## config.mk

```make
export PLATFORM = sky130hd
export DESIGN_NAME = modular_exponentiation_core
export DESIGN_NICKNAME = d
export VERILOG_FILES = /design/src/design/mexp_pkg.sv /design/src/design/mexp_modmul.sv /design/src/design/mexp_dp.sv /design/src/design/mexp_ctrl.sv /design/src/design/modular_exponentiation_core.sv
export SDC_FILE = /design/constraint.sdc
export NUM_CORES = 1
export LEC_CHECK = 0
export BUFFER_PORTS_ARGS = -buffer_cell sky130_fd_sc_hd__buf_2
export CORE_ASPECT_RATIO = 1.2
export CORE_MARGIN = 4
export CORE_UTILIZATION = 30
export DETAILED_ROUTE_END_ITERATION = 10
export GPL_ROUTABILITY_DRIVEN = 0
export PLACE_DENSITY = 0.55
export RECOVER_POWER = 100
export SKIP_LAST_GASP = 1
export SLEW_MARGIN = 10
export SYNTH_ARGS = -nofsm -noshare
export SYNTH_HDL_FRONTEND = slang
export SYNTH_SLANG_ARGS = --single-unit
```

## constraint.sdc

```tcl
create_clock -name clk -period 6.05 [get_ports clk]
set_input_delay 0 -clock clk [delete_from_list [all_inputs] [get_ports clk]]
set_output_delay 0 -clock clk [all_outputs]
set_load 0.02 [all_outputs]
```

## src/design/mexp_pkg.sv

```systemverilog
// Shared types, widths and operation codes for the modular exponentiation core.
`timescale 1ns / 1ps

package mexp_pkg;

    localparam int OPERAND_WIDTH = 32;
    localparam int CNT_W         = $clog2(OPERAND_WIDTH);

    typedef logic [OPERAND_WIDTH-1:0] word_t;

    // Operand selection for the shared modular multiplier
    localparam logic [1:0] OP_REDUCE = 2'd0;  // 1 * square (reduces the raw base)
    localparam logic [1:0] OP_MUL    = 2'd1;  // square * accum
    localparam logic [1:0] OP_SQR    = 2'd2;  // square * square

    typedef struct packed {
        logic       load;
        logic       start;
        logic [1:0] op;
        logic       wb_square;
        logic       wb_accum;
        logic       shift_exp;
    } mexp_cmd_t;

    typedef struct packed {
        logic exp_zero;
        logic exp_lsb;
        logic exp_last;
        logic mul_busy;
        logic mul_done;
    } mexp_status_t;

endpackage

```

## src/design/mexp_modmul.sv

```systemverilog
// Bit-serial interleaved modular multiplier: one multiplier bit per cycle.
`timescale 1ns / 1ps

module mexp_modmul import mexp_pkg::*;
(
    input  logic  clk,
    input  logic  rst_n,
    input  logic  start,
    input  word_t a,
    input  word_t b,
    input  word_t modulus,
    output logic  busy,
    output logic  done,
    output word_t result
);

    localparam int EW = OPERAND_WIDTH + 2;

    logic             run_reg;
    logic             run_next;
    logic             done_reg;
    logic             done_next;
    logic [CNT_W-1:0] cnt_reg;
    logic [CNT_W-1:0] cnt_next;
    word_t            r_reg;
    word_t            a_reg;
    word_t            b_reg;
    word_t            r_step;

    logic [EW-1:0] t;
    logic [EW-1:0] m1;
    logic [EW-1:0] m2;
    logic [EW-1:0] d1;
    logic [EW-1:0] d2;
    logic          mod_zero;

    // r < m and a < m keep 2r + a below 3m, so two subtractions at most
    always_comb
    begin
        t        = {1'b0, r_reg, 1'b0} + (b_reg[OPERAND_WIDTH-1] ? EW'(a_reg) : '0);
        m1       = EW'(modulus);
        m2       = {1'b0, modulus, 1'b0};
        d1       = t - m1;
        d2       = t - m2;
        mod_zero = (modulus == '0);
        if (mod_zero)
        begin
            r_step = t[OPERAND_WIDTH-1:0];
        end
        else if (t >= m2)
        begin
            r_step = d2[OPERAND_WIDTH-1:0];
        end
        else if (t >= m1)
        begin
            r_step = d1[OPERAND_WIDTH-1:0];
        end
        else
        begin
            r_step = t[OPERAND_WIDTH-1:0];
        end
    end

    always_comb
    begin
        run_next  = run_reg;
        cnt_next  = cnt_reg;
        done_next = 1'b0;
        if (start)
        begin
            run_next = 1'b1;
            cnt_next = CNT_W'(OPERAND_WIDTH - 1);
        end
        else if (run_reg)
        begin
            cnt_next = cnt_reg - 1'b1;
            if (cnt_reg == '0)
            begin
                run_next  = 1'b0;
                done_next = 1'b1;
            end
        end
    end

    always_ff @(posedge clk or negedge rst_n)
    begin
        if (!rst_n)
        begin
            run_reg  <= 1'b0;
            done_reg <= 1'b0;
            cnt_reg  <= '0;
        end
        else
        begin
            run_reg  <= run_next;
            done_reg <= done_next;
            cnt_reg  <= cnt_next;
        end
    end

    always_ff @(posedge clk)
    begin
        if (start)
        begin
            r_reg <= '0;
            a_reg <= a;
            b_reg <= b;
        end
        else if (run_reg)
        begin
            r_reg <= r_step;
            b_reg <= {b_reg[OPERAND_WIDTH-2:0], 1'b0};
        end
    end

    assign busy   = run_reg;
    assign done   = done_reg;
    assign result = r_reg;

    a_last_step_done: assert property (@(posedge clk) disable iff (!rst_n)
        run_reg && !start && cnt_reg == '0 |=> done_reg && !run_reg)
        else $error("modmul: last step not followed by done");

    a_done_idle: assert property (@(posedge clk) disable iff (!rst_n)
        done_reg |-> !run_reg)
        else $error("modmul: done while still running");

endmodule

```

## src/design/mexp_dp.sv

```systemverilog
// Datapath: modulus, square, accumulator and exponent registers around the multiplier.
`timescale 1ns / 1ps

module mexp_dp import mexp_pkg::*;
(
    input  logic         clk,
    input  logic         rst_n,
    input  logic         cfg_wr_en,
    input  word_t        cfg_wr_data,
    input  word_t        base,
    input  word_t        exponent,
    input  mexp_cmd_t    cmd,
    output mexp_status_t status,
    output word_t        power_mod
);

    word_t modulus_reg;
    word_t square_reg;
    word_t accum_reg;
    word_t exp_reg;
    word_t op_a;
    word_t op_b;
    word_t mul_result;
    logic  mul_busy;
    logic  mul_done;

    always_comb
    begin
        unique case (cmd.op)
            OP_REDUCE:
            begin
                op_a = word_t'(1);
                op_b = square_reg;
            end
            OP_MUL:
            begin
                op_a = square_reg;
                op_b = accum_reg;
            end
            OP_SQR:
            begin
                op_a = square_reg;
                op_b = square_reg;
            end
            default:
            begin
                op_a = '0;
                op_b = '0;
            end
        endcase
    end

    mexp_modmul u_modmul (
        .clk     (clk),
        .rst_n   (rst_n),
        .start   (cmd.start),
        .a       (op_a),
        .b       (op_b),
        .modulus (modulus_reg),
        .busy    (mul_busy),
        .done    (mul_done),
        .result  (mul_result)
    );

    always_ff @(posedge clk or negedge rst_n)
    begin
        if (!rst_n)
        begin
            modulus_reg <= word_t'(1);
        end
        else if (cfg_wr_en)
        begin
            modulus_reg <= cfg_wr_data;
        end
    end

    always_ff @(posedge clk)
    begin
        if (cmd.load)
        begin
            square_reg <= base;
            exp_reg    <= exponent;
            accum_reg  <= word_t'(1);
        end
        else
        begin
            if (cmd.wb_square)
            begin
                square_reg <= mul_result;
            end
            if (cmd.wb_accum)
            begin
                accum_reg <= mul_result;
            end
            if (cmd.shift_exp)
            begin
                exp_reg <= {1'b0, exp_reg[OPERAND_WIDTH-1:1]};
            end
        end
    end

    always_comb
    begin
        status.exp_zero = (exp_reg == '0);
        status.exp_lsb  = exp_reg[0];
        status.exp_last = (exp_reg[OPERAND_WIDTH-1:1] == '0);
        status.mul_busy = mul_busy;
        status.mul_done = mul_done;
    end

    assign power_mod = accum_reg;

endmodule

```

## src/design/mexp_ctrl.sv

```systemverilog
// Controller: sequences base reduction, multiply and square steps per exponent bit.
`timescale 1ns / 1ps

module mexp_ctrl import mexp_pkg::*;
(
    input  logic         clk,
    input  logic         rst_n,
    input  logic         in_valid,
    output logic         in_stall,
    output logic         out_valid,
    input  logic         out_stall,
    input  mexp_status_t status,
    output mexp_cmd_t    cmd
);

    localparam logic [2:0] S_IDLE  = 3'd0;
    localparam logic [2:0] S_CHECK = 3'd1;
    localparam logic [2:0] S_RED   = 3'd2;
    localparam logic [2:0] S_BIT   = 3'd3;
    localparam logic [2:0] S_MUL   = 3'd4;
    localparam logic [2:0] S_SQR   = 3'd5;
    localparam logic [2:0] S_OUT   = 3'd6;

    logic [2:0] state_reg;
    logic [2:0] state_next;

    always_comb
    begin
        cmd        = '0;
        cmd.op     = OP_REDUCE;
        state_next = state_reg;
        in_stall   = (state_reg != S_IDLE);
        out_valid  = (state_reg == S_OUT);
        unique case (state_reg)
            S_IDLE:
            begin
                if (in_valid)
                begin
                    cmd.load   = 1'b1;
                    state_next = S_CHECK;
                end
            end
            S_CHECK:
            begin
                // zero exponent: result stays at the unreduced 1
                if (status.exp_zero)
                begin
                    state_next = S_OUT;
                end
                else
                begin
                    cmd.start  = 1'b1;
                    cmd.op     = OP_REDUCE;
                    state_next = S_RED;
                end
            end
            S_RED:
            begin
                if (status.mul_done)
                begin
                    cmd.wb_square = 1'b1;
                    state_next    = S_BIT;
                end
            end
            S_BIT:
            begin
                cmd.start = 1'b1;
                if (status.exp_lsb)
                begin
                    cmd.op     = OP_MUL;
                    state_next = S_MUL;
                end
                else
                begin
                    cmd.op     = OP_SQR;
                    state_next = S_SQR;
                end
            end
            S_MUL:
            begin
                if (status.mul_done)
                begin
                    cmd.wb_accum = 1'b1;
                    // last set bit: the final squaring is never used
                    if (status.exp_last)
                    begin
                        cmd.shift_exp = 1'b1;
                        state_next    = S_OUT;
                    end
                    else
                    begin
                        cmd.start  = 1'b1;
                        cmd.op     = OP_SQR;
                        state_next = S_SQR;
                    end
                end
            end
            S_SQR:
            begin
                if (status.mul_done)
                begin
                    cmd.wb_square = 1'b1;
                    cmd.shift_exp = 1'b1;
                    state_next    = S_BIT;
                end
            end
            S_OUT:
            begin
                if (!out_stall)
                begin
                    state_next = S_IDLE;
                end
            end
            default:
            begin
                state_next = S_IDLE;
            end
        endcase
    end

    always_ff @(posedge clk or negedge rst_n)
    begin
        if (!rst_n)
        begin
            state_reg <= S_IDLE;
        end
        else
        begin
            state_reg <= state_next;
        end
    end

    a_out_exp_done: assert property (@(posedge clk) disable iff (!rst_n)
        out_valid |-> status.exp_zero)
        else $error("ctrl: result offered with exponent bits left");

    a_start_unit_free: assert property (@(posedge clk) disable iff (!rst_n)
        cmd.start |-> !status.mul_busy)
        else $error("ctrl: multiplier started while busy");

endmodule

```

## src/design/modular_exponentiation_core.sv

```systemverilog
// Top level: modular exponentiation by right-to-left square-and-multiply.
//
//   channel  | handshake            | payload
//   ---------+----------------------+----------------------------
//   in       | in_valid / in_stall  | base[31:0], exponent[31:0]
//   out      | out_valid / out_stall| power_mod[31:0]
//   config   | cfg_wr_en            | cfg_wr_data[31:0] (modulus)
//
// One beat at a time. Exponent zero: the result is offered straight after the check.
// Otherwise the base is reduced first, then per scanned exponent bit a square for
// a clear bit, a multiply then a square for a set bit, and only a multiply for the top set
// bit, whose squaring is skipped; the result is offered after that.
// All steps share the one interleaved modular multiplier, which takes one bit per cycle.
// Reset sets the modulus to 1 and the controller to idle.
// in_stall is high from accept until the result beat leaves; out_stall holds the result.
`timescale 1ns / 1ps

module modular_exponentiation_core import mexp_pkg::*;
(
    input  logic  clk,
    input  logic  rst_n,
    input  logic  cfg_wr_en,
    input  word_t cfg_wr_data,
    input  logic  in_valid,
    output logic  in_stall,
    input  word_t base,
    input  word_t exponent,
    output logic  out_valid,
    input  logic  out_stall,
    output word_t power_mod
);

    mexp_cmd_t    cmd;
    mexp_status_t status;

    mexp_ctrl u_ctrl (
        .clk       (clk),
        .rst_n     (rst_n),
        .in_valid  (in_valid),
        .in_stall  (in_stall),
        .out_valid (out_valid),
        .out_stall (out_stall),
        .status    (status),
        .cmd       (cmd)
    );

    mexp_dp u_dp (
        .clk         (clk),
        .rst_n       (rst_n),
        .cfg_wr_en   (cfg_wr_en),
        .cfg_wr_data (cfg_wr_data),
        .base        (base),
        .exponent    (exponent),
        .cmd         (cmd),
        .status      (status),
        .power_mod   (power_mod)
    );

endmodule

```

==> reports/metrics.cfg, run 1 <==
[synthesis]
synthArstFlopShare_pct=17.9
syn_nets=1866
synth_seq_cells=234
synthTopCellsByArea=edfxtp_1 25%, dfxtp_1 8.3%, ha_1 8.1%
synthCells=1662
yosysSeqAreaShare_pct=40.2
ys_types=87
yosys_warnings=0
synth_flop_cell=edfxtp_1
synth_edf_count=128
syn_area_um2=15400
syn_avg_cell_area_um2=9.25
netlist.area_leader.share_pct=25.0
synth_top_area_cell=edfxtp_1

[sta]
slew_violations=347
fin_skew_ns=0.0245
finalCritPeriodShare_pct=95.9
fin_crit_ns=5.80
fmax_mhz=172
holdWs_ns=0.0708
hold_violations=0
relSlewSlack_pct=-109
finalSetupTns_ns=0
finalSetupViolations=0
worst_slew_pin_slew_ns=3.13

[cts]
cts_tree=done
insertion_delay_ns=0.56
h-tree-depth=1
cts_buffers=27
clk_pin_slew_ns=0.07
cts-root-buf=clkbuf_16
numClockSinks=234
cts_max_path_buffers=3

[setup_path]
critPathSlowestCell=ha_1
critPathLaunchType=flip-flop
startpoint=u_dp.u_modmul.b_reg[31]
critPathKind=reg2reg
cp_slowest_stage_delay_ns=0.37
endpoint_kind=flip-flop
r2r_start=u_dp.u_modmul.b_reg[31]
path_cells=buf_4 > buf_4 > and2_1 > ha_1 > a21oi_1 > o21ai_0 > a221oi_1 > o31a_2 > nand2_1 > a21o_1 > a21oi_1 > xnor2_1 > ha_1 > and4_1 > and3_1 > and2_1 > a221o_1 > a211oi_2 > nand2_1 > o21ba_2 > nor2_4 > a22o_1 > a221o_1
cp_max_fo=16
crit_arrival_ns=6.25
cp.required_ns=6.50
rr_endpoint=u_dp.u_modmul.result[10]
r2r_cells=23
rrSetupSlack_ns=0.25

[grt]
grt_first_pass_wirelength_um=77100
grt_overflow=0
grt_max_degree=71
grt_pass1_vias=13500
track_usage_pct=17.2
antenna_found_initial=0

[detailed_routing]
drt_first_pass_iters=5
post_drt_wl_per_cell_um=19.2
drcViolationCount=0
drt-vias-per-instance=5.32
dr.first_iter.drc_count=963
dr_total_vias=13600
wl_um=49200
drtAntennaViolNets=0

[worst_hold_path]
hp-class=in2reg
hp-start=cfg_wr_en
worstHoldPathCells=3
worst_hold_path.endpoint=u_dp.modulus_reg[2]

[die]
coreArea_um2=50400
ios=135
die_w_um=215
rows=90
dieArea_um2=54900
die_h_um=256
initial_utilization_pct=30.5

[place]
portBuffers=134
placedInstanceArea_um2=16900
dp_hpwl_um=37200

[power]
ir_drop_uv=173
p_total_mw=3.80
powerDensity_nw_per_um2=203
p_leak_nw=7.78

[final_layout]
n_antenna_cell=0
nets=2094
drive_gt1_share_pct=14.7
syn2layout_area_growth_pct=21.9
final_common_cell=nand2_1
n_fill_cell=5103
final_core_util_pct=37.1
layout_common_cells=229 x nand2_1, 134 x a21oi_1, 128 x edfxtp_1
stdcell_area_um2=18700

[status]
run_status=complete, but fails checks
violations=capacitance limit, slew limit

[flow_run]
drv_cap=8

[critical path: cells and delay by family (launching register included)]
kind / cells / cell delay (ns)
buf+inv: 2 / 0.38
compound gates: 11 / 2.93
flops: 1 / 0.36
xor+xnor: 1 / 0.28
fa+ha+maj: 2 / 0.73
simple gates: 7 / 0.99
[report_power, final]
group          switching (mW)  internal [mW]
combinational           0.245          0.178
clock                   0.701          0.963
sequential             0.0217           1.69
total                   0.968           2.84
[per-stage QoR]
stage               std cells  setup slack, ns
CTS                      2549           0.0175
floorplan                1662             1.04
global placement         2400            0.109
finish                   2555            0.248
global route             2555         -0.00731
detailed placement       2400           0.0570
[cells in the mapped netlist (18+ instances only)]
| cell | number |
|---|---|
| nand2_1 | 230 |
| a211oi_1 | 19 |
| o31ai_1 | 38 |
| nor4_1 | 18 |
| a21oi_1 | 135 |
| o21ai_0 | 94 |
| inv_1 | 68 |
| xnor2_1 | 55 |
| xor2_1 | 30 |
| a22oi_1 | 39 |
| edfxtp_1 | 128 |
| and2_1 | 73 |
| nor3_1 | 22 |
| nor2_1 | 71 |
| a21o_1 | 30 |
| mux2_2 | 63 |
| dfxtp_1 | 64 |
| nand3_1 | 30 |
| clkbuf_1 | 65 |
| ha_1 | 100 |
| dfrtp_1 | 41 |
[cell type report]
type	count	area, µm²	area share (%)
timing repair buffer	277	1920	10.3
clock buffer	30	697	3.72
sequential	234	6180	33.0
inverter	69	259	1.38
multi-input combinational	1281	8680	46.3
tap	644	806	4.30
clock inverter	20	198	1.05
[routing by layer]
layer,track usage [%],part of all wire (%),vias to the layer above
li1,-,-,6610
met1,23.7,45,6492
met2,29.1,47,432
met3,2.07,5.4,66
met4,4.04,2.3,0
met5,0,0,-
[how the worst max path moves through the flow]
stage,end,slack [ns],depth (start not counted)
4_1_cts,u_dp.u_modmul.result[10],0.02,22
5_1_grt,u_dp.u_modmul.result[10],-0.007,22
2_1_floorplan,u_dp.u_modmul.result[0],1.04,21
3_3_place_gp,u_dp.u_modmul.result[10],0.11,22
3_5_place_dp,u_dp.u_modmul.result[10],0.06,22
6_report,u_dp.u_modmul.result[10],0.25,23
[what timing repair did]
| action | CTS | global route |
|---|---|---|
| hold buffers | 99 | 0 |
| endpoints found under the hold margin | 139 | 0 |
| setup endpoints to repair | 0 | 32 |
| buffers inserted | 0 | 6 |
| gates resized for setup | 0 | 11 |
[logic make-up (layout without fill, tap and decap cells)]
family / Yosys count / count (layout) / synth area share, %
XOR/XNOR: 85 / 85 / 4.84
flip-flops: 234 / 234 / 40.2
adder cells (fa/ha/maj): 103 / 103 / 8.53
buffers and inverters: 147 / 396 / 3.70
AND/OR/NAND/NOR: 523 / 523 / 16.3
AO/OA/AOI/OAI: 504 / 504 / 21.6
multiplexers: 66 / 66 / 4.81
No activity file was read; power rests on OpenSTA's default activity.
==> run 2, diff against run 1 <==
Settings changed: CTS_BUF_LIST from default to sky130_fd_sc_hd__clkbuf_4 sky130_fd_sc_hd__clkbuf_8.
==> reports/metrics.cfg, run 2 (synthesis gave the netlist of run 1 again) <==
[setup_path]
r2r_start=u_dp.u_modmul.b_reg[31]  ; unchanged
cp.required_ns=6.53  ; was 6.50 ns
startpoint=u_dp.u_modmul.b_reg[31]  ; unchanged
critPathKind=reg2reg  ; unchanged
crit_arrival_ns=6.26  ; was 6.25 ns
endpoint_kind=flip-flop  ; unchanged
cp_max_fo=15  ; was 16
critPathLaunchType=flip-flop  ; unchanged

[cts]
clk_pin_slew_ns=0.08  ; was 0.07 ns
cts-root-buf=clkbuf_8  ; was clkbuf_16
numClockSinks=234  ; unchanged
cts_tree=done  ; unchanged
insertion_delay_ns=0.61  ; was 0.56 ns
cts_max_path_buffers=3  ; unchanged
cts_buffers=43  ; was 27
h-tree-depth=2  ; was 1

[sta]
hold_violations=0  ; unchanged
fmax_mhz=173  ; was 172 MHz
finalCritPeriodShare_pct=95.6  ; was 95.9%
slew_violations=411  ; was 347
finalSetupTns_ns=0  ; unchanged
fin_crit_ns=5.78  ; was 5.80 ns
finalSetupViolations=0  ; unchanged
relSlewSlack_pct=-104  ; was -109%
fin_skew_ns=0.0325  ; was 0.0245 ns
worst_slew_pin_slew_ns=3.07  ; was 3.13 ns

[detailed_routing]
dr_total_vias=13700  ; was 13600
post_drt_wl_per_cell_um=19.2  ; about the same
wl_um=49700  ; was 49200 µm
drcViolationCount=0  ; unchanged
drtAntennaViolNets=0  ; unchanged
dr.first_iter.drc_count=1064  ; was 963
drt_first_pass_iters=7  ; was 5
drt-vias-per-instance=5.30  ; was 5.32

[status]
run_status=complete, but fails checks  ; unchanged
violations=capacitance limit, slew limit  ; unchanged

[die]
coreArea_um2=50400  ; unchanged
dieArea_um2=54900  ; unchanged
ios=135  ; unchanged
rows=90  ; unchanged
die_w_um=215  ; unchanged
die_h_um=256  ; unchanged
initial_utilization_pct=30.5  ; unchanged

[grt]
antenna_found_initial=0  ; unchanged
track_usage_pct=17.5  ; was 17.2%
grt_overflow=0  ; unchanged
grt_pass1_vias=13600  ; was 13500
grt_max_degree=71  ; unchanged
grt_first_pass_wirelength_um=77500  ; was 77100 µm

[worst_hold_path]
hp-start=cfg_wr_data[25]  ; was cfg_wr_en
hp-class=in2reg  ; unchanged

[final_layout]
drive_gt1_share_pct=15.9  ; was 14.7%
final_common_cell=nand2_1  ; unchanged
layout_common_cells=230 x nand2_1, 134 x a21oi_1, 128 x edfxtp_1  ; was 229 x nand2_1, 134 x a21oi_1, 128 x edfxtp_1
final_core_util_pct=37.3  ; was 37.1%
n_antenna_cell=0  ; unchanged
nets=2114  ; was 2094
syn2layout_area_growth_pct=22.4  ; was 21.9%
n_fill_cell=5124  ; was 5103

[power]
p_leak_nw=7.85  ; was 7.78 nW
powerDensity_nw_per_um2=201  ; was 203 nW/µm²
p_total_mw=3.77  ; was 3.80 mW
ir_drop_uv=151  ; was 173 µV

[place]
portBuffers=134  ; unchanged
dp_hpwl_um=37200  ; unchanged

[flow_run]
drv_cap=9  ; was 8

## run 2: per-layer routing
metal  routed length (µm)  vias to the layer above  track usage, %
li1                     -                     6655               -
met1                22600                     6554            23.5
met2                23100                      425            29.0
met3                 2670                       83            2.92
met4                 1400                        0            5.01
met5                    0                        -               0
## run 2: layout make-up
| cell class | count | area, µm² | area share, % |
|---|---|---|---|
| clock buffers | 61 | 764 | 4.06 |
| clock inverters | 18 | 146 | 0.778 |
| inverters | 69 | 259 | 1.38 |
| multi-input cells | 1281 | 8690 | 46.2 |
| flip-flops and latches | 234 | 6180 | 32.8 |
| well taps | 644 | 806 | 4.28 |
| repair buffers | 281 | 1970 | 10.5 |
## run 2: path summary, 6_finish.rpt
path / to / slack, ns / depth (start not counted)
min in group asynchronous: u_dp.modulus_reg[25] / 0.74 / 2
worst max register to register: u_dp.u_modmul.result[10] / 0.27 / 23
worst min register to register: u_dp.power_mod[12] / 0.47 / 2
max in group asynchronous: u_dp.modulus_reg[18] / 3.84 / 2
worst min-delay path: u_dp.modulus_reg[25] / 0.13 / 4
worst max-delay path: u_dp.u_modmul.result[10] / 0.27 / 23
## run 2: through the flow
stage	cells	instance area, µm²	setup slack (ns)	hold WS, ns
after floorplan	1662	15400	1.04	-0.296
after detailed placement	2400	16900	0.0570	0.212
final	2588	18800	0.268	0.133
after global placement	2400	16900	0.109	0.211
after CTS	2580	18800	0.0248	0.00358
after global routing	2588	18800	-0.00852	0.129
## run 2: where the power goes
| part | internal [mW] | switching [mW] |
|---|---|---|
| logic | 0.182 | 0.247 |
| clock network | 0.908 | 0.719 |
| registers | 1.69 | 0.0217 |
| total | 2.78 | 0.988 |
## run 2: timing repair
| action | in CTS | in global routing |
|---|---|---|
| setup buffers | 0 | 8 |
| setup endpoints to repair | 0 | 32 |
| gates resized for setup | 0 | 10 |
| endpoints found under the hold margin | 141 | 0 |
| hold buffers | 101 | 0 |
## run 2: worst max-delay path: stages (launching register included)
cell and delay, ns:
edfxtp_1 0.33, buf_4 0.19, and2_1 0.17, ha_1 0.22, inv_1 0.07, fa_1 0.40
nand2b_1 0.18, a21oi_1 0.29, o211ai_2 0.19, and2_1 0.21, o21ai_1 0.26, a21oi_1 0.16
xnor2_1 0.36, ha_1 0.35, and4_1 0.25, and3_1 0.22, and2_1 0.16, a221o_1 0.30
a211oi_2 0.27, nand2_1 0.08, o21ba_2 0.36, nor2_4 0.09, a22o_1 0.24, a221o_1 0.31
==> run 3, diff against run 2 <==
Settings changed: CORE_ASPECT_RATIO 1.2 to 0.8, REMOVE_ABC_BUFFERS from default to 1.
==> reports/metrics.cfg, run 3 (synthesis gave the netlist of run 1 again) <==
[grt]
grt_first_pass_wirelength_um=75700  ; was 77500 µm
grt_pass1_vias=13500  ; was 13600
grt_max_degree=64  ; was 71
track_usage_pct=17.3  ; was 17.5%
grt_overflow=0  ; unchanged
antenna_found_initial=1  ; was 0

[final_layout]
final_core_util_pct=37.7  ; was 37.3%
stdcell_area_um2=18900  ; was 18800 µm²
final_common_cell=nand2_1  ; unchanged
nets=2127  ; was 2114
drive_gt1_share_pct=16.7  ; was 15.9%
layout_common_cells=229 x nand2_1, 134 x a21oi_1, 128 x edfxtp_1  ; was 230 x nand2_1, 134 x a21oi_1, 128 x edfxtp_1
syn2layout_area_growth_pct=23.0  ; was 22.4%

[detailed_routing]
drcViolationCount=0  ; unchanged
drtAntennaViolNets=0  ; unchanged
dr.first_iter.drc_count=1125  ; was 1064
wl_um=49200  ; was 49700 µm
drt-vias-per-instance=5.23  ; was 5.30
dr_total_vias=13800  ; was 13700
post_drt_wl_per_cell_um=18.7  ; was 19.2 µm
drt_first_pass_iters=6  ; was 7

[place]
portBuffers=134  ; unchanged
dp_hpwl_um=37400  ; was 37200 µm
placedInstanceArea_um2=17100  ; was 16900 µm²

[die]
coreArea_um2=50100  ; was 50400 µm²
die_w_um=261  ; was 215 µm
ios=135  ; unchanged
rows=73  ; was 90
die_h_um=210  ; was 256 µm
initial_utilization_pct=30.7  ; was 30.5%
dieArea_um2=54900  ; about the same

[cts]
cts-root-buf=clkbuf_8  ; unchanged
cts_buffers=41  ; was 43
numClockSinks=234  ; unchanged
h-tree-depth=2  ; unchanged
cts_tree=done  ; unchanged
cts_max_path_buffers=3  ; unchanged
insertion_delay_ns=0.62  ; was 0.61 ns
clk_pin_slew_ns=0.07  ; was 0.08 ns

[setup_path]
cp_max_fo=11  ; was 15
critPathKind=reg2reg  ; unchanged
cp_slowest_stage_delay_ns=0.50  ; was 0.40 ns
crit_cells=22  ; was 23
critPathLaunchType=flip-flop  ; unchanged
r2r_cells=22  ; was 23
crit_arrival_ns=6.18  ; was 6.26 ns
cp_common_cell=a21oi_1  ; was and2_1
path_cells=buf_4 > and2_1 > ha_1 > a21oi_2 > a21boi_1 > a311oi_1 > o21ai_0 > a2111oi_2 > o21bai_1 > a21oi_1 > xnor2_1 > ha_1 > a21oi_1 > nand2_1 > a21oi_1 > o21ai_0 > a2111oi_2 > o2111a_2 > nand4_2 > buf_4 > o31ai_1 > a211oi_1  ; was buf_4 > and2_1 > ha_1 > inv_1 > fa_1 > nand2b_1 > a21oi_1 > o211ai_2 > and2_1 > o21ai_1 > a21oi_1 > xnor2_1 > ha_1 > and4_1 > and3_1 > and2_1 > a221o_1 > a211oi_2 > nand2_1 > o21ba_2 > nor2_4 > a22o_1 > a221o_1
crit_family=compound AO/OA/AOI/OAI gates  ; unchanged
endpoint_kind=flip-flop  ; unchanged
cp.required_ns=6.54  ; was 6.53 ns
crit_buf_inv=2  ; unchanged
critPathSlowestCell=a2111oi_2  ; was fa_1

[sta]
finalCritPeriodShare_pct=94.0  ; was 95.6%
fin_crit_ns=5.69  ; was 5.78 ns
holdWs_ns=0.0640  ; was 0.133 ns
relSlewSlack_pct=-67.5  ; was -104%
fmax_mhz=176  ; was 173 MHz
fin_skew_ns=0.0468  ; was 0.0325 ns
slew_violations=223  ; was 411
finalSetupViolations=0  ; unchanged
worst_slew_pin_slew_ns=2.51  ; was 3.07 ns
hold_violations=0  ; unchanged

[status]
violations=capacitance limit, slew limit  ; unchanged
run_status=complete, but fails checks  ; unchanged

[power]
ir_drop_uv=149  ; was 151 µV
p_leak_nw=7.90  ; was 7.85 nW
powerDensity_nw_per_um2=200  ; was 201 nW/µm²
p_total_mw=3.78  ; was 3.77 mW

[flow_run]
drv_cap=6  ; was 9

[worst_hold_path]
worstHoldPathCells=3  ; was 4
hp-class=in2reg  ; unchanged

-- run 3: what timing repair did --
action | CTS | global route
setup endpoints to repair | 0 | 32
hold endpoints to repair | 149 | 0
hold buffers | 100 | 0
gates resized for setup | 0 | 5
buffers inserted | 0 | 2
-- run 3: worst reg2reg max path, cell delays in order (launching register included) --
cell and delay, ns:
edfxtp_1 0.39, buf_4 0.19, and2_1 0.15, ha_1 0.36, a21oi_2 0.26, a21boi_1 0.10, a311oi_1 0.30, o21ai_0 0.24
a2111oi_2 0.37, o21bai_1 0.13, a21oi_1 0.18, xnor2_1 0.28, ha_1 0.39, a21oi_1 0.18, nand2_1 0.13, a21oi_1 0.12
o21ai_0 0.18, a2111oi_2 0.50, o2111a_2 0.34, nand4_2 0.19, buf_4 0.23, o31ai_1 0.30, a211oi_1 0.08
-- run 3: stage by stage --
| step | TNS (ns) | setup WS, ns | cells |
|---|---|---|---|
| after floorplan | 0 | 0.115 | 1584 |
| after global placement | 0 | 0.232 | 2453 |
| after detailed placement | 0 | 0.0662 | 2453 |
| after CTS | 0 | 0.0432 | 2629 |
| after global routing | -0.00188 | -0.00152 | 2632 |
| final | 0 | 0.360 | 2632 |
-- run 3: path summary, 6_finish.rpt --
path / startpoint / to / slack (ns)
min reg2reg: u_dp.power_mod[10] / u_dp.power_mod[10] / 0.48
min: cfg_wr_en / u_dp.modulus_reg[14] / 0.06
min in group asynchronous: rst_n / u_ctrl.state_reg[1] / 0.76
max in group asynchronous: rst_n / u_dp.modulus_reg[12] / 3.83
max reg2reg: u_dp.u_modmul.b_reg[31] / u_dp.u_modmul.result[31] / 0.36
max: u_dp.u_modmul.b_reg[31] / u_dp.u_modmul.result[31] / 0.36
-- run 3: power by group --
group	internal (mW)	leakage (nW)	switching, mW
clock	0.917	0.490	0.718
combinational	0.181	5.41	0.246
sequential	1.69	2.00	0.0225
-- run 3: layer usage --
layer	part of all wire [%]	wire length [µm]	vias up	global-route usage (%)
li1	-	-	6689	-
met1	47	23100	6599	24.2
met2	45	22300	394	27.5
met3	5.1	2520	80	2.77
met4	2.5	1220	0	5.08
met5	0	0	-	0
-- run 3: layout make-up --
cell class,instances,area [µm²]
Multi-Input combinational cell,1281,8660
Inverter,69,259
Clock inverter,11,126
Timing Repair Buffer,296,2050
Clock buffer,65,782
Fill cell,5054,31200
Antenna cell,1,2.50
Sequential cell,234,6180
Tap cell,675,845
